`src/sv/text_whitespace_punct_normalizer_assert.svh`:
```
// ----------------------------------------------------------------------------
// Assertion macros for the text normalizer
// Clocked property checks that simulation enables and synthesis drops.
// ----------------------------------------------------------------------------
`ifndef TEXT_WHITESPACE_PUNCT_NORMALIZER_ASSERT_SVH
`define TEXT_WHITESPACE_PUNCT_NORMALIZER_ASSERT_SVH
`ifndef SYNTHESIS
// Checked at each rising edge while reset is released.
`define TWPN_ASSERT(lbl, clk, rst_n, prop, msg) \
    lbl: assert property (@(posedge clk) disable iff (!rst_n) prop) else $error(msg);
// Checked at each rising edge, reset included.
`define TWPN_ASSERT_ALWAYS(lbl, clk, prop, msg) \
    lbl: assert property (@(posedge clk) prop) else $error(msg);
`else
`define TWPN_ASSERT(lbl, clk, rst_n, prop, msg)
`define TWPN_ASSERT_ALWAYS(lbl, clk, prop, msg)
`endif
`endif

```
`src/sv/twpn_pkg.sv`:
```
// ----------------------------------------------------------------------------
// Text normalizer package
// Character codes, limits and the per-byte output list shared by all parts.
// ----------------------------------------------------------------------------
`default_nettype none

package twpn_pkg;

    // Characters that the normalizer treats specially.
    localparam logic [7:0] CH_SPACE = 8'h20;
    localparam logic [7:0] CH_TAB   = 8'h09;
    localparam logic [7:0] CH_LF    = 8'h0A;
    localparam logic [7:0] CH_DOT   = 8'h2E;
    localparam logic [7:0] CH_EXCL  = 8'h21;
    localparam logic [7:0] CH_QUES  = 8'h3F;

    // Most output bytes that one input byte can cause.
    localparam int MAX_RES = 6;
    localparam int CNT_W   = 3;
    typedef logic [CNT_W-1:0] t_cnt;
    localparam t_cnt MAX_CNT = t_cnt'(MAX_RES);

    // Dot run handling: exactly three dots form an ellipsis, runs saturate at four.
    localparam logic [2:0] DOT_ELLIPSIS = 3'd3;
    localparam logic [2:0] DOT_SAT      = 3'd4;

    // Newline runs saturate at two.
    localparam logic [1:0] NL_SAT = 2'd2;

    // Default depth of the queue between front and back.
    localparam int FIFO_DEPTH = 4;

    // Output list for one accepted input byte.
    typedef struct packed {
        logic [MAX_RES-1:0][7:0] bytes;    // bytes in order, entry 0 first
        t_cnt                    cnt;      // number of results, 1 to MAX_RES
        logic                    has_byte; // 0 for a bare end marker
        logic                    last;     // list closes the text
    } t_item;

endpackage

`default_nettype wire

```
`src/sv/twpn_front.sv`:
```
// ----------------------------------------------------------------------------
// Text normalizer front end
// Runs both normalizing stages on one accepted byte and builds its output list.
// ----------------------------------------------------------------------------
`default_nettype none

module twpn_front (
    input  wire logic           i_clk,
    input  wire logic           i_rst_n,
    input  wire logic           push,
    output logic                full,
    input  wire logic [7:0]     i_text_byte,
    input  wire logic           i_last_of_text,
    input  wire logic           i_q_full,
    output logic                o_q_push,
    output twpn_pkg::t_item     o_q_data
);

`include "text_whitespace_punct_normalizer_assert.svh"

    // Working state of stage two while one list is built.
    typedef struct packed {
        logic [2:0]                        held;
        logic [7:0]                        prev;
        twpn_pkg::t_cnt                    cnt;
        logic [twpn_pkg::MAX_RES-1:0][7:0] bytes;
    } t_s2;

    // Append one byte to the list.
    function automatic t_s2 f_append(t_s2 s, logic [7:0] b);
        t_s2 r;
        r = s;
        if (r.cnt < twpn_pkg::MAX_CNT) begin
            r.bytes[r.cnt] = b;
            r.cnt          = r.cnt + 3'd1;
        end
        return r;
    endfunction

    // Release held dots: an ellipsis for exactly three, one dot otherwise.
    function automatic t_s2 f_flush(t_s2 s);
        t_s2 r;
        r = s;
        if (r.held == twpn_pkg::DOT_ELLIPSIS) begin
            r = f_append(r, twpn_pkg::CH_DOT);
            r = f_append(r, twpn_pkg::CH_DOT);
            r = f_append(r, twpn_pkg::CH_DOT);
        end else if (r.held != 3'd0) begin
            r = f_append(r, twpn_pkg::CH_DOT);
        end
        r.held = 3'd0;
        return r;
    endfunction

    // Punctuation stage for one byte.
    function automatic t_s2 f_stage_two(t_s2 s, logic [7:0] b);
        t_s2 r;
        r = s;
        if (b == twpn_pkg::CH_DOT) begin
            if (r.held < twpn_pkg::DOT_SAT) begin
                r.held = r.held + 3'd1;
            end
        end else begin
            r = f_flush(r);
            if (!((b == twpn_pkg::CH_EXCL || b == twpn_pkg::CH_QUES) && r.prev == b)) begin
                r = f_append(r, b);
            end
        end
        r.prev = b;
        return r;
    endfunction

    logic       r_started;
    logic [1:0] r_nl;
    logic       r_space;
    logic [7:0] r_prev;
    logic [2:0] r_held;

    logic       n_started;
    logic [1:0] n_nl;
    logic       n_space;
    t_s2        n_s2;
    logic       skip;
    logic       is_ws;
    logic       accept;
    logic       marker;

    assign full   = i_q_full;
    assign accept = push && !i_q_full;

    // Whitespace stage, then punctuation stage, then the end-of-text flush.
    always_comb begin
        n_started = r_started;
        n_nl      = r_nl;
        n_space   = r_space;
        n_s2      = '{held: r_held, prev: r_prev, cnt: '0, bytes: '0};
        skip      = 1'b0;
        marker    = 1'b0;
        is_ws     = (i_text_byte == twpn_pkg::CH_SPACE) || (i_text_byte == twpn_pkg::CH_TAB)
                 || (i_text_byte == twpn_pkg::CH_LF);

        if (!r_started) begin
            if (is_ws) begin
                skip = 1'b1;
            end else begin
                n_started = 1'b1;
            end
        end

        if (!skip) begin
            if (i_text_byte == twpn_pkg::CH_LF) begin
                if (n_nl < twpn_pkg::NL_SAT) begin
                    n_nl = n_nl + 2'd1;
                end
                n_space = 1'b0;
            end else if (i_text_byte == twpn_pkg::CH_SPACE
                      || i_text_byte == twpn_pkg::CH_TAB) begin
                if (n_nl == 2'd0) begin
                    n_space = 1'b1;
                end
            end else begin
                if (n_nl != 2'd0) begin
                    n_s2 = f_stage_two(n_s2, twpn_pkg::CH_LF);
                    if (n_nl >= twpn_pkg::NL_SAT) begin
                        n_s2 = f_stage_two(n_s2, twpn_pkg::CH_LF);
                    end
                    n_nl = 2'd0;
                end else if (n_space) begin
                    n_s2 = f_stage_two(n_s2, twpn_pkg::CH_SPACE);
                end
                n_space = 1'b0;
                n_s2    = f_stage_two(n_s2, i_text_byte);
            end
        end

        if (i_last_of_text) begin
            n_s2 = f_flush(n_s2);
            if (n_s2.cnt == '0) begin
                marker   = 1'b1;
                n_s2.cnt = twpn_pkg::t_cnt'(1);
            end
        end
    end

    // List handed to the queue; an empty list is dropped.
    assign o_q_push          = accept && (n_s2.cnt != '0);
    assign o_q_data.bytes    = n_s2.bytes;
    assign o_q_data.cnt      = n_s2.cnt;
    assign o_q_data.has_byte = !marker;
    assign o_q_data.last     = i_last_of_text;

    // Stage state advances per transaction and clears after the end of text.
    always_ff @(posedge i_clk) begin
        if (!i_rst_n) begin
            r_started <= 1'b0;
            r_nl      <= 2'd0;
            r_space   <= 1'b0;
            r_prev    <= 8'd0;
            r_held    <= 3'd0;
        end else if (accept) begin
            if (i_last_of_text) begin
                r_started <= 1'b0;
                r_nl      <= 2'd0;
                r_space   <= 1'b0;
                r_prev    <= 8'd0;
                r_held    <= 3'd0;
            end else begin
                r_started <= n_started;
                r_nl      <= n_nl;
                r_space   <= n_space;
                r_prev    <= n_s2.prev;
                r_held    <= n_s2.held;
            end
        end
    end

    `TWPN_ASSERT(a_held_range, i_clk, i_rst_n, r_held <= twpn_pkg::DOT_SAT, "dot count beyond saturation")
    `TWPN_ASSERT(a_nl_range, i_clk, i_rst_n, r_nl <= twpn_pkg::NL_SAT, "newline count beyond saturation")

endmodule

`default_nettype wire

```
`src/sv/twpn_fifo.sv`:
```
// ----------------------------------------------------------------------------
// Text normalizer list queue
// Small register queue of output lists between the front end and the back end.
// ----------------------------------------------------------------------------
`default_nettype none

module twpn_fifo #(
    parameter int DEPTH = twpn_pkg::FIFO_DEPTH
) (
    input  wire logic            i_clk,
    input  wire logic            i_rst_n,
    input  wire logic            i_push,
    input  wire twpn_pkg::t_item i_data,
    output logic                 o_full,
    input  wire logic            i_pop,
    output twpn_pkg::t_item      o_data,
    output logic                 o_empty
);

`include "text_whitespace_punct_normalizer_assert.svh"

    localparam int PTR_W = (DEPTH > 1) ? $clog2(DEPTH) : 1;
    localparam int CNT_W = $clog2(DEPTH + 1);
    localparam logic [PTR_W-1:0] LAST_PTR  = PTR_W'(DEPTH - 1);
    localparam logic [CNT_W-1:0] DEPTH_CNT = CNT_W'(DEPTH);

    twpn_pkg::t_item  r_mem [DEPTH];
    logic [PTR_W-1:0] r_wr;
    logic [PTR_W-1:0] r_rd;
    logic [CNT_W-1:0] r_count;
    logic             do_push;
    logic             do_pop;

    assign o_full  = (r_count == DEPTH_CNT);
    assign o_empty = (r_count == '0);
    assign do_push = i_push && !o_full;
    assign do_pop  = i_pop && !o_empty;
    assign o_data  = r_mem[r_rd];

    // Pointers and fill level.
    always_ff @(posedge i_clk) begin
        if (!i_rst_n) begin
            r_wr    <= '0;
            r_rd    <= '0;
            r_count <= '0;
        end else begin
            if (do_push) begin
                r_wr <= (r_wr == LAST_PTR) ? '0 : r_wr + PTR_W'(1);
            end
            if (do_pop) begin
                r_rd <= (r_rd == LAST_PTR) ? '0 : r_rd + PTR_W'(1);
            end
            if (do_push && !do_pop) begin
                r_count <= r_count + CNT_W'(1);
            end else if (do_pop && !do_push) begin
                r_count <= r_count - CNT_W'(1);
            end
        end
    end

    // Storage.
    always_ff @(posedge i_clk) begin
        if (do_push) begin
            r_mem[r_wr] <= i_data;
        end
    end

    `TWPN_ASSERT(a_fill_bound, i_clk, i_rst_n, r_count <= DEPTH_CNT, "queue fill beyond depth")

endmodule

`default_nettype wire

```
`src/sv/twpn_back.sv`:
```
// ----------------------------------------------------------------------------
// Text normalizer back end
// Holds one output list and hands out its bytes, one per transaction.
// ----------------------------------------------------------------------------
`default_nettype none

module twpn_back (
    input  wire logic            i_clk,
    input  wire logic            i_rst_n,
    input  wire twpn_pkg::t_item i_q_data,
    input  wire logic            i_q_empty,
    output logic                 o_q_pop,
    output logic                 empty,
    input  wire logic            pop,
    output logic [7:0]           o_out_byte,
    output logic                 o_has_byte,
    output logic                 o_last_of_run,
    output logic                 o_end_of_text
);

`include "text_whitespace_punct_normalizer_assert.svh"

    twpn_pkg::t_item r_cur;
    logic            r_valid;
    twpn_pkg::t_cnt  r_idx;
    logic            at_end;
    logic            take;
    logic            load;

    assign at_end = (r_idx == r_cur.cnt - twpn_pkg::t_cnt'(1));
    assign take   = pop && r_valid;
    assign load   = !i_q_empty && (!r_valid || (take && at_end));
    assign o_q_pop = load;

    // Result ports come straight from the held list.
    assign empty         = !r_valid;
    assign o_out_byte    = r_cur.bytes[r_idx];
    assign o_has_byte    = r_cur.has_byte;
    assign o_last_of_run = at_end;
    assign o_end_of_text = at_end && r_cur.last;

    // Step through the list; the next list loads as the last byte leaves.
    always_ff @(posedge i_clk) begin
        if (!i_rst_n) begin
            r_valid <= 1'b0;
            r_idx   <= '0;
        end else if (load) begin
            r_valid <= 1'b1;
            r_idx   <= '0;
        end else if (take) begin
            if (at_end) begin
                r_valid <= 1'b0;
                r_idx   <= '0;
            end else begin
                r_idx <= r_idx + twpn_pkg::t_cnt'(1);
            end
        end
    end

    always_ff @(posedge i_clk) begin
        if (load) begin
            r_cur <= i_q_data;
        end
    end

    `TWPN_ASSERT(a_idx_in_list, i_clk, i_rst_n, r_valid |-> (r_idx < r_cur.cnt), "index beyond list length")
    `TWPN_ASSERT(a_stall_holds, i_clk, i_rst_n, (r_valid && !pop) |=> (r_valid && $stable(r_idx)), "result changed while stalled")

endmodule

`default_nettype wire

```
`src/sv/text_whitespace_punct_normalizer.sv`:
```
// ----------------------------------------------------------------------------
// Text whitespace and punctuation normalizer
// Collapses whitespace and repeated punctuation in a byte stream.
// ----------------------------------------------------------------------------
//  Channel   Direction  Handshake           Payload
//  input     in         push / full         i_text_byte, i_last_of_text
//  result    out        pop / empty         o_out_byte, o_has_byte,
//                                           o_last_of_run, o_end_of_text
//
//  One input byte is taken per cycle while the list queue has room.
//  Each input byte causes zero to six results; the back end hands out one a cycle
//  while pop is asserted, so a byte with n results takes n pops on the result side.
//  A byte that causes no result and is not the end of text only updates state.
//  Reset is synchronous and clears the stage state, the queue and the result stage.
// ----------------------------------------------------------------------------
`default_nettype none

module text_whitespace_punct_normalizer #(
    parameter int FIFO_DEPTH = twpn_pkg::FIFO_DEPTH
) (
    input  wire logic       i_clk,
    input  wire logic       i_rst_n,
    input  wire logic       push,
    output logic            full,
    input  wire logic [7:0] i_text_byte,
    input  wire logic       i_last_of_text,
    output logic            empty,
    input  wire logic       pop,
    output logic [7:0]      o_out_byte,
    output logic            o_has_byte,
    output logic            o_last_of_run,
    output logic            o_end_of_text
);

    twpn_pkg::t_item q_in;
    twpn_pkg::t_item q_out;
    logic            q_push;
    logic            q_full;
    logic            q_pop;
    logic            q_empty;

    // Both stages on the incoming byte.
    twpn_front u_front (
        .i_clk          (i_clk),
        .i_rst_n        (i_rst_n),
        .push           (push),
        .full           (full),
        .i_text_byte    (i_text_byte),
        .i_last_of_text (i_last_of_text),
        .i_q_full       (q_full),
        .o_q_push       (q_push),
        .o_q_data       (q_in)
    );

    // Output lists waiting for the back end.
    twpn_fifo #(
        .DEPTH (FIFO_DEPTH)
    ) u_fifo (
        .i_clk   (i_clk),
        .i_rst_n (i_rst_n),
        .i_push  (q_push),
        .i_data  (q_in),
        .o_full  (q_full),
        .i_pop   (q_pop),
        .o_data  (q_out),
        .o_empty (q_empty)
    );

    // Byte-by-byte result delivery.
    twpn_back u_back (
        .i_clk         (i_clk),
        .i_rst_n       (i_rst_n),
        .i_q_data      (q_out),
        .i_q_empty     (q_empty),
        .o_q_pop       (q_pop),
        .empty         (empty),
        .pop           (pop),
        .o_out_byte    (o_out_byte),
        .o_has_byte    (o_has_byte),
        .o_last_of_run (o_last_of_run),
        .o_end_of_text (o_end_of_text)
    );

endmodule

`default_nettype wire
```
`config.mk`:
```
export PLATFORM = sky130hd
export DESIGN_NAME = text_whitespace_punct_normalizer
export DESIGN_NICKNAME = d
export VERILOG_FILES = /design/src/sv/twpn_pkg.sv /design/src/sv/twpn_front.sv /design/src/sv/twpn_fifo.sv /design/src/sv/twpn_back.sv /design/src/sv/text_whitespace_punct_normalizer.sv
export VERILOG_INCLUDE_DIRS = /design/src /design/src/sv
export SDC_FILE = /design/constraint.sdc
export NUM_CORES = 1
export LEC_CHECK = 0
export ABC_AREA = 1
export ABC_CLOCK_PERIOD_IN_PS = 8900
export BUFFER_PORTS_ARGS = -buffer_cell sky130_fd_sc_hd__buf_2
export CAP_MARGIN = 10
export CORE_MARGIN = 3
export CORE_UTILIZATION = 35
export DETAILED_ROUTE_END_ITERATION = 7
export PLACE_DENSITY = 0.47
export SLEW_MARGIN = 20
export SYNTH_ARGS = -nofsm -noshare
export SYNTH_HDL_FRONTEND = slang
export SYNTH_SLANG_ARGS = --single-unit
export TNS_END_PERCENT = 1
```
`constraint.sdc`:
```
create_clock -name i_clk -period 8.9 [get_ports i_clk]
set_clock_uncertainty 0.05 [all_clocks]
set_input_delay 1.78 -clock i_clk [delete_from_list [all_inputs] [get_ports i_clk]]
set_output_delay 1.78 -clock i_clk [all_outputs]
set_load 0.01 [all_outputs]
```
== Yosys cells after proc, flatten, opt, wreduce, memory -nomap -nowiden ==
Memories as Yosys holds them, arrays and structs flattened. A register that Yosys moved wholly into a read port is not among the register bits.
Index checks and enable logic that the tools add are counted.

* Bitwise gates (word level): 49
* Eq/ne operators: 19
* Mux-type cells: 188
* $lt $le $gt $ge: 55
* Reduce and logical (&&, ||, !) cells: 55
* Add/sub/neg operators: 25

{| class="wikitable"
|+ Operators with widths
! operator !! number
|-
| 2-to-1 mux 51 bit || 74
|-
| 2-to-1 mux 62 bit || 14
|-
| 2-to-1 mux 59 bit || 9
|-
| demux 8 bit (select 3 bit) || 17
|-
| inverter 24 bit || 13
|-
| bitwise AND 24 bit || 11
|-
| bitwise OR 24 bit || 11
|-
| 2-to-1 mux 8 bit || 29
|-
| bitwise AND 36 bit || 2
|-
| less-than comparator 3 x 4 -> 1 bit, second input constant || 18
|-
| inverter 36 bit || 2
|-
| adder 3 x 1 -> 3 bit, second input constant || 20
|-
| less-than comparator 3 bit, second input constant || 18
|-
| greater-or-equal comparator 3 x 1 -> 1 bit, second input constant || 17
|-
| 2-to-1 mux 3 bit || 17
|-
| 2-to-1 mux 49 bit || 1
|-
| bitwise AND 4 x 24 -> 24 bit || 2
|-
| bitwise mux 48 bit || 1
|-
| bitwise OR 4 x 24 -> 24 bit || 2
|-
| bitwise AND 42 bit || 1
|-
| inverter 42 bit || 1
|-
| == test 8 x 6 -> 1 bit, second input constant || 4
|-
| logical AND 1 bit || 28
|-
| binary-select mux 8 bit (select 3 bit) || 1
|-
| 29 further kinds || 78
|}

* Input port bits: 13
* Logic and storage cells: 402
* Output and inout port bits: 13
* Memory bits (writable): 212
* Memories: 1
* Flip-flop bits (word level): 26

{| class="wikitable"
|+ Memories
! memory !! depth !! bits a word !! rd ports !! clocked after Yosys merged registers in !! wr ports !! line !! RTL
|-
| u_fifo.r_mem || 4 || 53 || 1 || 1 || 1 || twpn_fifo.sv:27 || <nowiki>twpn_pkg::t_item r_mem [DEPTH];</nowiki>
|}

== Depth between registers and ports, before layout ==
Gate-level depths: netlist (run 1).

* Depth after elaboration: 176
* Depth in mapped cells: 52
* Gate-level depth less buffers: 52

== Modules after synthesis ==
From an unflattened synthesis (run 1), not the netlist that was laid out.

* Cells, all modules: 1334
* Area total of the unflattened synthesis: 13834.5 µm²

{| class="wikitable"
|+ By module, submodules not included
! module !! seq. area each (µm²) !! area each (µm²) !! times used !! cells each
|-
| twpn_fifo || 6546.3 || 8533.2 || 1 || 585
|-
| twpn_front || 300.3 || 2971.6 || 1 || 561
|-
| twpn_back || 1671.6 || 2329.7 || 1 || 188
|}

== Worst setup path before layout (run 1) ==
Ideal clock, no wire load.

* Path type: register to register
* Start: register u_front.r_nl[0]
* End: memory u_fifo.r_mem[0][0] in the netlist's numbering (enable)
* Buffers on the path: 1
* Period minus slack after synthesis: 6.830 ns
* Setup time: 0.421 ns
* Required time: 8.429 ns
* Data arrival time: 6.359 ns
* Setup slack: 2.070 ns
* Cell stages (with the launch flop): 38
* Cell sequence: dfxtp_1 > inv_1 > ha_1 > inv_1 > o21ai_1 > o21ai_1 > nand2_2 > inv_4 > ha_1 > clkbuf_1 > ha_1 > inv_1 > nand2_2 > ha_1 > nor2_1 > a21oi_4 > ha_1 > inv_1 > (+2 left out) > nand2_2 > nand2_1 > inv_1 > ha_1 > inv_1 > nand2_4 > ha_1 > a21oi_2 > nor2_4 > nand2_4 > nand2_2 > nand2_1 > nand2_1 > nand2_1 > nand2_2 > nand2_4 > nand2_2 > nor2_2

* Word-level cells in the longest chain between the ends: 54
* Elaborated cells between the ends (all ways): 74
* Those cells by class: add/sub: 8; order compare: 9; eq/ne: 3; mux: 46; reduce/logical: 8

{| class="wikitable"
|+ RTL lines
! what !! line !! RTL
|-
| start: declaration || twpn_front.sv:74 || <nowiki>logic [1:0] r_nl;</nowiki>
|-
| start signal: assignment || twpn_front.sv:169 || <nowiki>r_nl <= n_nl;</nowiki>
|-
| greater-or-equal comparator 2 bit || twpn_front.sv:124 || <nowiki>if (n_nl >= twpn_pkg::NL_SAT) begin</nowiki>
|-
| 2-to-1 mux 62 bit || twpn_front.sv:124 ||
|-
| 2-to-1 mux 62 bit * || twpn_front.sv:122 || <nowiki>if (n_nl != 2'd0) begin</nowiki>
|-
| 2-to-1 mux 62 bit * || twpn_front.sv:116 || <nowiki>end else if (i_text_byte == twpn_pkg::CH_SPACE</nowiki>
|-
| 2-to-1 mux 62 bit * || twpn_front.sv:111 || <nowiki>if (i_text_byte == twpn_pkg::CH_LF) begin</nowiki>
|-
| 2-to-1 mux 62 bit * || twpn_front.sv:110 || <nowiki>if (!skip) begin</nowiki>
|-
| adder 3 x 1 -> 3 bit / less-than comparator 3 bit (equally long branches) || twpn_front.sv:35, twpn_front.sv:33 ||
|-
| 2-to-1 mux 51 bit || twpn_front.sv:33 || <nowiki>if (r.cnt < twpn_pkg::MAX_CNT) begin</nowiki>
|-
| (+38 left out) || n/a ||
|-
| logical NOT 3 bit || twpn_front.sv:138 || <nowiki>if (n_s2.cnt == '0) begin</nowiki>
|-
| 2-to-1 mux 3 bit || twpn_front.sv:138 ||
|-
| 2-to-1 mux 62 bit * || twpn_front.sv:136 || <nowiki>if (i_last_of_text) begin</nowiki>
|-
| nonzero test 3 bit * || twpn_front.sv:146 || <nowiki>assign o_q_push = accept && (n_s2.cnt != '0);</nowiki>
|-
| logical AND 1 bit * || twpn_front.sv:146 ||
|-
| logical AND 1 bit * || twpn_fifo.sv:36 || <nowiki>assign do_push = i_push && !o_full;</nowiki>
|-
| 2-to-1 mux 1 bit * || twpn_fifo.sv:63 || <nowiki>if (do_push) begin</nowiki>
|-
| 2-to-1 mux 1 bit (not written as such) * || twpn_fifo.sv:64 || <nowiki>r_mem[r_wr] <= i_data;</nowiki>
|-
| end: declaration || twpn_fifo.sv:27 ||
|}

Mark *: on every way between the ends. The rest lies on a longest branch, timed or not. The select of a mux whose other input is x is not followed.

== Final worst setup path (run 1) ==
* Start: register u_front.r_nl[0]
* End: register u_fifo.r_count[2]

* Word-level cells in the longest chain between the ends: 55
* Elaborated cells between the ends (all ways): 77
* Those cells by class: add/sub: 8; order compare: 9; eq/ne: 3; mux: 45; reduce/logical: 12

{| class="wikitable"
|+ RTL lines
! what !! line !! RTL
|-
| greater-or-equal comparator 2 bit || twpn_front.sv:124 ||
|-
| 2-to-1 mux 62 bit || twpn_front.sv:124 ||
|-
| 2-to-1 mux 62 bit * || twpn_front.sv:122 ||
|-
| 2-to-1 mux 62 bit * || twpn_front.sv:116 ||
|-
| 2-to-1 mux 62 bit * || twpn_front.sv:111 ||
|-
| 2-to-1 mux 62 bit * || twpn_front.sv:110 ||
|-
| adder 3 x 1 -> 3 bit / less-than comparator 3 bit (equally long branches) || twpn_front.sv:35, twpn_front.sv:33 ||
|-
| 2-to-1 mux 51 bit || twpn_front.sv:33 ||
|-
| (+40 left out) || n/a ||
|-
| 2-to-1 mux 62 bit * || twpn_front.sv:136 ||
|-
| nonzero test 3 bit * || twpn_front.sv:146 ||
|-
| logical AND 1 bit * || twpn_front.sv:146 ||
|-
| logical AND 1 bit * || twpn_fifo.sv:36 ||
|-
| named net u_fifo.do_push || twpn_fifo.sv:31 || <nowiki>logic do_push;</nowiki>
|-
| logical NOT 1 bit || twpn_fifo.sv:55 || <nowiki>end else if (do_pop && !do_push) begin</nowiki>
|-
| logical AND 1 bit || twpn_fifo.sv:55 ||
|-
| nonzero test 2 bit (no line) || n/a ||
|-
| end signal: assignment || twpn_fifo.sv:54 || <nowiki>r_count <= r_count + CNT_W'(1);</nowiki>
|-
| end signal: assignment || twpn_fifo.sv:56 || <nowiki>r_count <= r_count - CNT_W'(1);</nowiki>
|-
| end: declaration || twpn_fifo.sv:30 || <nowiki>logic [CNT_W-1:0] r_count;</nowiki>
|}

Mark *: on every way through the listed nets, which the timed path passes. The rest lies on a longest branch. The select of a mux whose other input is x is not followed.
A chain may end at the register's enable or synchronous reset.

==> metrics, run 1 <==
Antenna Cells=0; routed wl met3=approximately 1.7 mm; Synth Instances=~1300; drt first pass iters=5; Post-DP Area=14300 um^2; Crit-path slowest cell=ha_1; post-route ant nets=0; Die Width=slightly above 200 um; most frequent cells in the layout=edfxtp_1 (265), nor2_1 (218), nand2_1 (186), o21ai_0 (186), inv_1 (88); Post-synth EDFFs=approximately 270; Crit path required time=between 9 and 10 ns; GP Congestion=~0.86; clock sinks=291; DRC viols=0; worst hold stages=2; post-route cell area=~16000 um^2; Critical path buffers and inverters=11; CTS tree=done; leading cell type in the layout, fill and taps excluded=edfxtp_1; final setup fails=0; per-cell routed wire length=roughly 19 um; Post-CTS Resized=0; max-cap viol count=0; Worst slew margin=around 40%; syn_area_per_cell=about 10 um^2; count of different cell masters after synthesis=47; Synth Register Bits=291; # Post-CTS Setup Buffers=0; Post-Synth Simple-Gate Area=17.2%; Synth Flop Type=edfxtp_1; Die Area=between 40000 and 50000 um^2; Max Clk Rate=0.137 GHz; RSZ-0062 raised after global routing=no; Hold WC Path Type=register to register; first-pass GRT wire length=57.1 mm; Num CTS Buffers=35; cell mode on critical path=inv_1; Synth Cell Area=roughly 14000 um^2; status=finished clean; Port Buffer Count=25; clk slew on worst S/H paths=~0.060 ns; die height=between 200 and 250 um; Seq/Total Area, Yosys=62.1%; CP peak stage delay=~0.49 ns; WS Path Type=register to register; initial core utilization=35.9%; largest net degree at the start of global routing=69; Ports=26; vias in the first global route=between 9000 and 10000; met2 WL=16.9 mm; CP delay by family, top=adder cells; crit path max fanout=14; share of layout cells above drive strength 1=between 10% and 20%; hold slack final=about 0.42 ns; Slew @ Worst Pin=0.903 ns; Worst Setup End Kind=register; FF-to-FF path depth=44; Pwr Density=about 330 nW/um^2; Final Core Density=40.8%; top layer in use=met4; Max VDD drop=roughly 0.00014 V; WP depth=44; largest family of logic cells by synthesized area=simple AND/OR/NAND/NOR gates; Lkg Pwr=between 5 and 6 nW; Post-synth ARST share=0%; total wire length=36.5 mm; CTS root buf=clkbuf_16; Worst-Skew Late Latency=about 0.54 ns; M1 WL=17.1 mm; area grow syn2layout=13.5%; placed cells=1837; DP Wirelength=23.2 mm; hold_buf cts=0; Final Max Slew Viols=0; post-synthesis mux area share=0%; syn_nets=about 1400; Fin. Hold Viols=0; fin crit period=7.29 ns; worst path arrival time=~7.7 ns; grt total ovfl=0; Row Count=around 70; Critical Path Source Type=register; first-iteration detailed-routing DRC count=between 800 and 900; Synth Warn #=0; Max H-tree Level=2; xor and xnor area share after synthesis=less than 1%; Nets=around 1400; fin crit share=about four fifths; setup TNS=0 ns; Vias/cell=5.14; Final Non-Filler Cells=1900; routed vias=9773; Compound-Gate Fraction of Synth Area=13.7%; GR Util All Layers=17.8%; initial antenna violation count=1; Std-Cell Core Area=38000 um^2; post-synthesis adder-cell area fraction=1.80%; Longest Clk Path Bufs=3
==> synthesized netlist by cell type, types with 4 or more instances <==
library cell | number | share of area (%)
edfxtp_1 | 265 | 58
nor2_1 | 218 | 6.0
nand2_1 | 186 | 5.1
o21ai_0 | 186 | 6.8
inv_1 | 89 | 2.4
o22ai_1 | 57 | 2.6
clkbuf_1 | 49 | 1.3
nand3_1 | 46 | 1.7
a21oi_1 | 42 | 1.5
nand2_2 | 33 | 1.5
dfxtp_1 | 26 | 3.8
inv_2 | 19 | 0.52
ha_1 | 18 | 1.6
nand2_4 | 11 | 0.91
o32ai_1 | 10 | 0.64
nor2_2 | 9 | 0.41
nor3_1 | 8 | 0.29
nand3_2 | 7 | 0.51
nand4_1 | 6 | 0.27
o211ai_1 | 5 | 0.27
a211oi_1 | 4 | 0.22
buf_2 | 4 | 0.15
==> final cells by class <==
type                       count  area [um^2]
clock buffer                  45          923
clock inverter                18          234
fill                        3797        22500
inverter                     116          447
multi-input combinational    882         4520
sequential                   291         8480
tap                          511          639
timing repair buffer          37          253
==> routing by layer <==
layer / vias to the layer above / global-route usage, %
met2: 218 / 28.8
met1: 4764 / 24.6
met3: 49 / 2.89
li1: 4742 / -
met5: - / 0
met4: 0 / 6.15
==> worst reg2reg max path, delay by kind of cell (launching register included) <==
kind	cells	cell delay, ns
DFF	1	0.29
AOI/OAI and AO/OA	6	0.82
buffers and inverters	11	1.14
adders and majority gates	9	2.99
and+or+nand+nor	18	1.91
==> stage by stage <==
stage | total power [W] | setup WS, ns
floorplan | 0.00323 | 2.07
global placement | 0.00376 | 1.80
detailed placement | 0.00376 | 1.67
CTS | 0.00521 | 1.64
global route | 0.00548 | 0.916
finish | 0.00513 | 1.61
==> final timing paths <==
kind	start	to	slack (ns)
max	u_front.r_nl[0]$_SDFFE_PN0P_	u_fifo.r_count[2]$_SDFFE_PN0P_	1.61
min	u_front.r_started$_SDFFE_PN0P_	u_front.r_started$_SDFFE_PN0P_	0.42
max reg2reg	u_front.r_nl[0]$_SDFFE_PN0P_	u_fifo.r_count[2]$_SDFFE_PN0P_	1.61
min reg2reg	u_front.r_started$_SDFFE_PN0P_	u_front.r_started$_SDFFE_PN0P_	0.42
==> report_power, final <==
part           internal [W]  switching [W]
Sequential          0.00195       0.000106
Clock              0.000859       0.000564
Combinational      0.000466        0.00118
==> state kept, by name, summed over array words and instances, names as in the netlist, 2 cells and up <==
register,count
u_fifo.r_rd,2
u_fifo.r_wr,2
u_front.r_nl,2
u_front.r_prev,8
u_fifo.r_count,3
u_back.r_cur,52
u_front.r_held,3
u_back.r_idx,3
u_fifo.r_mem,212
==> cell families after synthesis <==
family | after synthesis
compound gates | 328
buf+inv | 172
simple gates | 530
xor+xnor | 5
flops | 291
fa+ha+maj | 19
Note: power is estimated with default switching activity, not from simulation.
==> run 2, diff against run 1 <==
--- a/config.mk
+++ b/config.mk
@@ -7,7 +7,7 @@
 export NUM_CORES = 1
 export LEC_CHECK = 0
 export ABC_AREA = 1
-export ABC_CLOCK_PERIOD_IN_PS = 8900
+export ABC_CLOCK_PERIOD_IN_PS = 7500
 export BUFFER_PORTS_ARGS = -buffer_cell sky130_fd_sc_hd__buf_2
 export CAP_MARGIN = 10
 export CORE_MARGIN = 3
==> constraint.sdc (replaced) <==
create_clock -name i_clk -period 7.5 [get_ports i_clk]
set_clock_uncertainty 0.05 [all_clocks]
set_input_delay 1.5 -clock i_clk [delete_from_list [all_inputs] [get_ports i_clk]]
set_output_delay 1.5 -clock i_clk [all_outputs]
set_load 0.01 [all_outputs]
==> metrics, run 2 (same netlist as run 1, synthesis figures left out) <==
WS Path Type=register to register (unchanged); first-iteration detailed-routing DRC count=655 (was 801); Worst-Skew Late Latency=0.59 ns (was 0.54 ns); Crit-path slowest cell=fa_1 (was ha_1); Crit path required time=7.97 ns (was 9.31 ns); share of layout cells above drive strength 1=14.1% (was 13.5%); Ports=26 (unchanged); GRT busiest layer=met2 (unchanged); net switching power=0.00216 W (was 0.00185 W); fill count=3803 (was 3797); reg2reg start=u_front.r_nl[1]$_SDFFE_PN0P_ (was u_front.r_nl[0]$_SDFFE_PN0P_); leading cell type in the layout, fill and taps excluded=edfxtp_1 (unchanged); CP Launch Point=u_front.r_nl[1]$_SDFFE_PN0P_ (was u_front.r_nl[0]$_SDFFE_PN0P_); Num CTS Buffers=31 (was 35); drt first pass iters=5 (unchanged); Seq pwr share=40.8% (was 40.1%); multi-input combinational cell area=4550 um^2 (was 4520 um^2); vias in the first global route=9650 (was 9707); power share of the clock group=25.6% (was 27.8%); Hold Path Origin=u_front.r_prev[6]$_SDFFE_PN0P_ (was u_front.r_started$_SDFFE_PN0P_); Die Area=41400 um^2 (unchanged); per-cell routed wire length=18.9 um (was 19.2 um); initial core utilization=35.9% (unchanged); fin crit share=91.4% (was 81.9%); CTS root buf=clkbuf_16 (unchanged); Port Buffer Count=25 (unchanged); routed vias=9672 (was 9773); clk slew on worst S/H paths=0.06 ns (about the same); crit path max fanout=14 (unchanged); final setup fails=0 (unchanged); Largest register FFs=212 (unchanged); CP peak stage delay=0.44 ns (was 0.49 ns); Max H-tree Level=1 (was 2); Pint=0.00379 W (was 0.00327 W); combinational share of power=33.6% (was 32.1%); status=finished clean (unchanged); Std-Cell Core Area=38000 um^2 (unchanged); max-cap viol count=0 (unchanged); Longest Clk Path Bufs=3 (unchanged); Fin. Hold Viols=0 (unchanged); Lkg Pwr=5.82 nW (was 5.81 nW); hold_buf cts=0 (unchanged); Vias/cell=5.08 (was 5.14); Antenna Cells=0 (unchanged); Max Clk Rate=0.146 GHz (was 0.137 GHz); cell mode on critical path=inv_1 (unchanged); Slew @ Worst Pin=0.923 ns (was 0.903 ns); grt total ovfl=0 (unchanged); GP Congestion=0.888 (was 0.864); Worst slew margin=38.4% (was 39.8%); first-pass GRT wire length=56.4 mm (was 57.1 mm); post-route cell area=15500 um^2 (about the same); M3 GR Usage=2.51% (was 2.89%); FF-to-FF setup slack=0.65 ns (was 1.61 ns); met1 usage=24.8% (was 24.6%); clock sinks=291 (unchanged); Largest regs=u_fifo.r_mem: 212 flops, u_back.r_cur: 52 flops, u_front.r_prev: 8 flops (unchanged); CTS tree=done (unchanged); DRC viols=0 (unchanged); Critical Path Source Type=register (unchanged); most frequent cells in the layout=edfxtp_1 (265), nor2_1 (217), nand2_1 (186), o21ai_0 (186), inv_1 (88) (was edfxtp_1 (265), nor2_1 (218), nand2_1 (186), o21ai_0 (186), inv_1 (88)); Pwr Density=384 nW/um^2 (was 331 nW/um^2); total wire length=36.1 mm (was 36.5 mm); GR Util All Layers=17.6% (was 17.8%); post-route ant nets=0 (unchanged); largest net degree at the start of global routing=83 (was 69); Row Count=71 (unchanged); setup TNS=0 ns (unchanged); Die Width=204 um (unchanged); initial antenna violation count=0 (was 1); Sw Ratio=36.3% (was 36.1%); register name with the most flops=u_fifo.r_mem (unchanged); # Post-CTS Setup Buffers=0 (unchanged); die height=204 um (unchanged); DP Worst Slack=0.542 ns (was 1.67 ns); setup ws final=0.647 ns (was 1.61 ns); Worst Setup End Kind=register (unchanged); area grow syn2layout=13.6% (was 13.5%); Hold WC Path Type=register to register (unchanged); Max VDD drop=0.000198 V (was 0.000141 V); GR Util met2=29.1% (was 28.8%); FF+latch area=8480 um^2 (unchanged); Nets=1401 (was 1395); Post-DP Area=14500 um^2 (was 14300 um^2); worst path arrival time=7.32 ns (was 7.70 ns); fin crit period=6.85 ns (was 7.29 ns); Final Max Slew Viols=0 (unchanged); DP Wirelength=23.1 mm (was 23.2 mm)
-- run 2: cell types whose count changed in the layout (fill, tap and decap cells not counted), moves of 2 or more --
cell,before,now
clkbuf_1,9,11
clkinv_1,6,4
buf_12,3,7
clkbuf_16,35,31
clkbuf_8,1,3
buf_4,9,15
-- run 2: what timing repair did --
action | in CTS | in global routing
endpoints found under the setup margin | 0 | 2
resized for setup | 0 | 5
endpoints found under the hold margin | 0 | 0
-- run 2: power by group through the flow --
stage	Sequential [W]	Clock [W]	Combinational [W]
3_5_place_dp	0.00246	0	0.00202
6_report	0.00243	0.00152	0.00200
4_1_cts	0.00243	0.00156	0.00202
5_1_grt	0.00246	0.00163	0.00226
3_3_place_gp	0.00246	0	0.00201
2_1_floorplan	0.00242	0	0.00141
-- run 2: layout make-up --
cell class / instances / area share, %
sequential: 291 / 54.7
multi-input combinational: 882 / 29.3
clock buffer: 45 / 5.53
tap: 511 / 4.12
inverter: 116 / 2.88
timing repair buffer: 47 / 2.44
clock inverter: 13 / 1.02
-- run 2: worst max-delay path: cells and delay by family (launching register included) --
kind,cells,cell delay [ns]
buffers and inverters,11,1.04
flip-flops,1,0.39
adder cells (fa/ha/maj),9,2.68
AO/OA/AOI/OAI,5,0.67
AND/OR/NAND/NOR,19,1.95
-- run 2: path summary, 6_finish.rpt --
check,end,cells past startpoint
hold reg to reg,u_front.r_prev[6]$_SDFFE_PN0P_,2
setup reg to reg,u_fifo.r_count[2]$_SDFFE_PN0P_,44
hold / removal,u_front.r_prev[6]$_SDFFE_PN0P_,2
setup / recovery,u_fifo.r_count[2]$_SDFFE_PN0P_,44
-- run 2: metrics by stage --
step	hold WS (ns)	power, W	cells	util [%]
after detailed placement	0.415	0.00448	1847	38.1
final	0.423	0.00595	1905	40.8
after floorplan	0.390	0.00383	1345	-
after CTS	0.424	0.00602	1905	40.7
after global routing	0.454	0.00636	1905	40.8
after global placement	0.414	0.00447	1847	38.1
-- run 2: routing by layer --
layer,wire (um),share of wire (%)
met5,0,0
met4,677,1.9
met3,1360,3.8
met2,17000,47
met1,17100,47
==> run 3, diff against run 2 <==
--- a/config.mk
+++ b/config.mk
@@ -11,9 +11,9 @@
 export BUFFER_PORTS_ARGS = -buffer_cell sky130_fd_sc_hd__buf_2
 export CAP_MARGIN = 10
 export CORE_MARGIN = 3
-export CORE_UTILIZATION = 35
+export CORE_UTILIZATION = 50
 export DETAILED_ROUTE_END_ITERATION = 7
-export PLACE_DENSITY = 0.47
+export PLACE_DENSITY = 0.63
 export SLEW_MARGIN = 20
 export SYNTH_ARGS = -nofsm -noshare
 export SYNTH_HDL_FRONTEND = slang
==> metrics, run 3 (same netlist as run 1, synthesis figures left out) <==
Num CTS Buffers=30 (was 31); Final Max Slew Viols=0 (unchanged); first-pass GRT wire length=51.1 mm (was 56.4 mm); cell mode on critical path=inv_1 (unchanged); Antenna Cells=0 (unchanged); Max Clk Rate=0.147 GHz (was 0.146 GHz); Nets=1396 (was 1401); clk slew on worst S/H paths=0.06 ns (about the same); Pwr Density=387 nW/um^2 (was 384 nW/um^2); post-route ant nets=0 (unchanged); RSZ-0062 raised after global routing=no; Crit path required time=7.94 ns (was 7.97 ns); DP Wirelength=20.7 mm (was 23.1 mm); leading cell type in the layout, fill and taps excluded=edfxtp_1 (unchanged); Slew @ Worst Pin=0.828 ns (was 0.923 ns); final setup fails=0 (unchanged); Hold WC Path Type=register to register (unchanged); CTS tree=done (unchanged); total wire length=33.4 mm (was 36.1 mm); GR Util All Layers=22.4% (was 17.6%); Largest register FFs=212 (unchanged); CP peak stage delay=0.43 ns (was 0.44 ns); first-iteration detailed-routing DRC count=907 (was 655); Worst-Skew Late Latency=0.55 ns (was 0.59 ns); GRT busiest layer=met2 (unchanged); share of layout cells above drive strength 1=14.0% (was 14.1%); placed cells=1662 (was 1847); M3 GR Usage=2.85% (was 2.51%); met1 usage=33.0% (was 24.8%); grt total ovfl=0 (unchanged); fin crit period=6.81 ns (was 6.85 ns); GR Util met2=35.8% (was 29.1%); Critical Path Source Type=register (unchanged); Lkg Pwr=5.78 nW (was 5.82 nW); Final Non-Filler Cells=1723 (was 1905); per-cell routed wire length=19.4 um (was 18.9 um); die height=171 um (was 204 um); Die Width=171 um (was 204 um); DRC viols=0 (unchanged); status=finished clean (unchanged); Largest regs=u_fifo.r_mem: 212 flops, u_back.r_cur: 52 flops, u_front.r_prev: 8 flops (unchanged); register name with the most flops=u_fifo.r_mem (unchanged); Port Buffer Count=25 (unchanged); FF+latch area=8480 um^2 (unchanged); Longest Clk Path Bufs=3 (unchanged); max-cap viol count=0 (unchanged); CTS root buf=clkbuf_16 (unchanged); worst path arrival time=7.24 ns (was 7.32 ns); Ports=26 (unchanged); multi-input combinational cell area=4540 um^2 (was 4550 um^2); most frequent cells in the layout=edfxtp_1 (265), nor2_1 (218), nand2_1 (186), o21ai_0 (186), inv_1 (88) (was edfxtp_1 (265), nor2_1 (217), nand2_1 (186), o21ai_0 (186), inv_1 (88)); Row Count=59 (was 71); drt first pass iters=7 (was 5); Crit-path slowest cell=fa_1 (unchanged); Max VDD drop=0.000240 V (was 0.000198 V); largest net degree at the start of global routing=108 (was 83); WS Path Type=register to register (unchanged); setup TNS=0 ns (unchanged); Worst Setup End Kind=register (unchanged); Fin. Hold Viols=0 (unchanged); Vias/cell=5.67 (was 5.08); Max H-tree Level=1 (unchanged); hold_buf cts=0 (unchanged); crit path max fanout=14 (unchanged); Std-Cell Core Area=26400 um^2 (was 38000 um^2); vias in the first global route=9025 (was 9650); initial antenna violation count=0 (unchanged); GP Congestion=0.930 (was 0.888); Worst slew margin=44.4% (was 38.4%); fill count=2241 (was 3803); Die Area=29300 um^2 (was 41400 um^2); fin crit share=90.7% (was 91.4%); routed vias=9767 (was 9672); clock sinks=291 (unchanged); area grow syn2layout=11.6% (was 13.6%); initial core utilization=51.7% (was 35.9%)
-- run 3: cell types whose count changed in the layout (fill, tap and decap cells not counted), sizes merged --
cell | previous run | this run
buf | 47 | 43
inv | 113 | 114
clkbuf | 45 | 34
clkinvlp | 1 | 6
bufinv | 3 | 4
clkinv | 12 | 14
-- run 3: critical path: cells and delay by family (launching register included) --
kind                     cells  cell delay [ns]
AO/OA/AOI/OAI                6             0.79
adder cells (fa/ha/maj)      9             2.73
buffers and inverters       11             1.01
flip-flops                   1             0.30
AND/OR/NAND/NOR             18             1.84
-- run 3: path summary, 6_finish.rpt --
kind	startpoint	endpoint	slack, ns	cells after the start
worst max register to register	u_front.r_nl[0]$_SDFFE_PN0P_	u_fifo.r_count[2]$_SDFFE_PN0P_	0.69	44
worst min-delay path	u_front.r_prev[6]$_SDFFE_PN0P_	u_front.r_prev[6]$_SDFFE_PN0P_	0.43	2
worst max-delay path	u_front.r_nl[0]$_SDFFE_PN0P_	u_fifo.r_count[2]$_SDFFE_PN0P_	0.69	44
worst min register to register	u_front.r_prev[6]$_SDFFE_PN0P_	u_front.r_prev[6]$_SDFFE_PN0P_	0.43	2
-- run 3: stage by stage --
stage	worst slack [ns]	util (%)	total power, W	hold WS, ns	area (um^2)
final	0.694	57.7	0.00590	0.434	15200
after global routing	0.0548	57.7	0.00626	0.467	15200
after CTS	0.435	57.4	0.00591	0.437	15200
after detailed placement	0.476	53.6	0.00442	0.428	14200
after global placement	0.599	53.6	0.00438	0.411	14200
after floorplan	0.670	-	0.00383	0.390	13700
-- run 3: per-layer routing --
metal | part of all wire [%] | routed length [um]
met5 | 0 | 0
met4 | 2.1 | 697
met3 | 6.3 | 2120
met2 | 46 | 15500
met1 | 45 | 15100
-- run 3: area by class of cell --
type	count	share of cell area, %
well taps	335	2.75
clock buffers	34	5.03
repair buffers	43	2.25
multi-input cells	882	29.8
clock inverters	22	1.59
inverters	116	2.92
flip-flops and latches	291	55.7
-- run 3: what timing repair did --
| action | CTS | global route |
|---|---|---|
| setup buffers | 0 | 4 |
| endpoints found under the setup margin | 0 | 2 |
| resized for setup | 0 | 2 |
-- run 3: where the power goes --
part | switching, W | internal (W) | leakage (nW)
Sequential | 0.000143 | 0.00231 | 2.67
Combinational | 0.00137 | 0.000584 | 2.63
Clock | 0.000614 | 0.000878 | 0.479
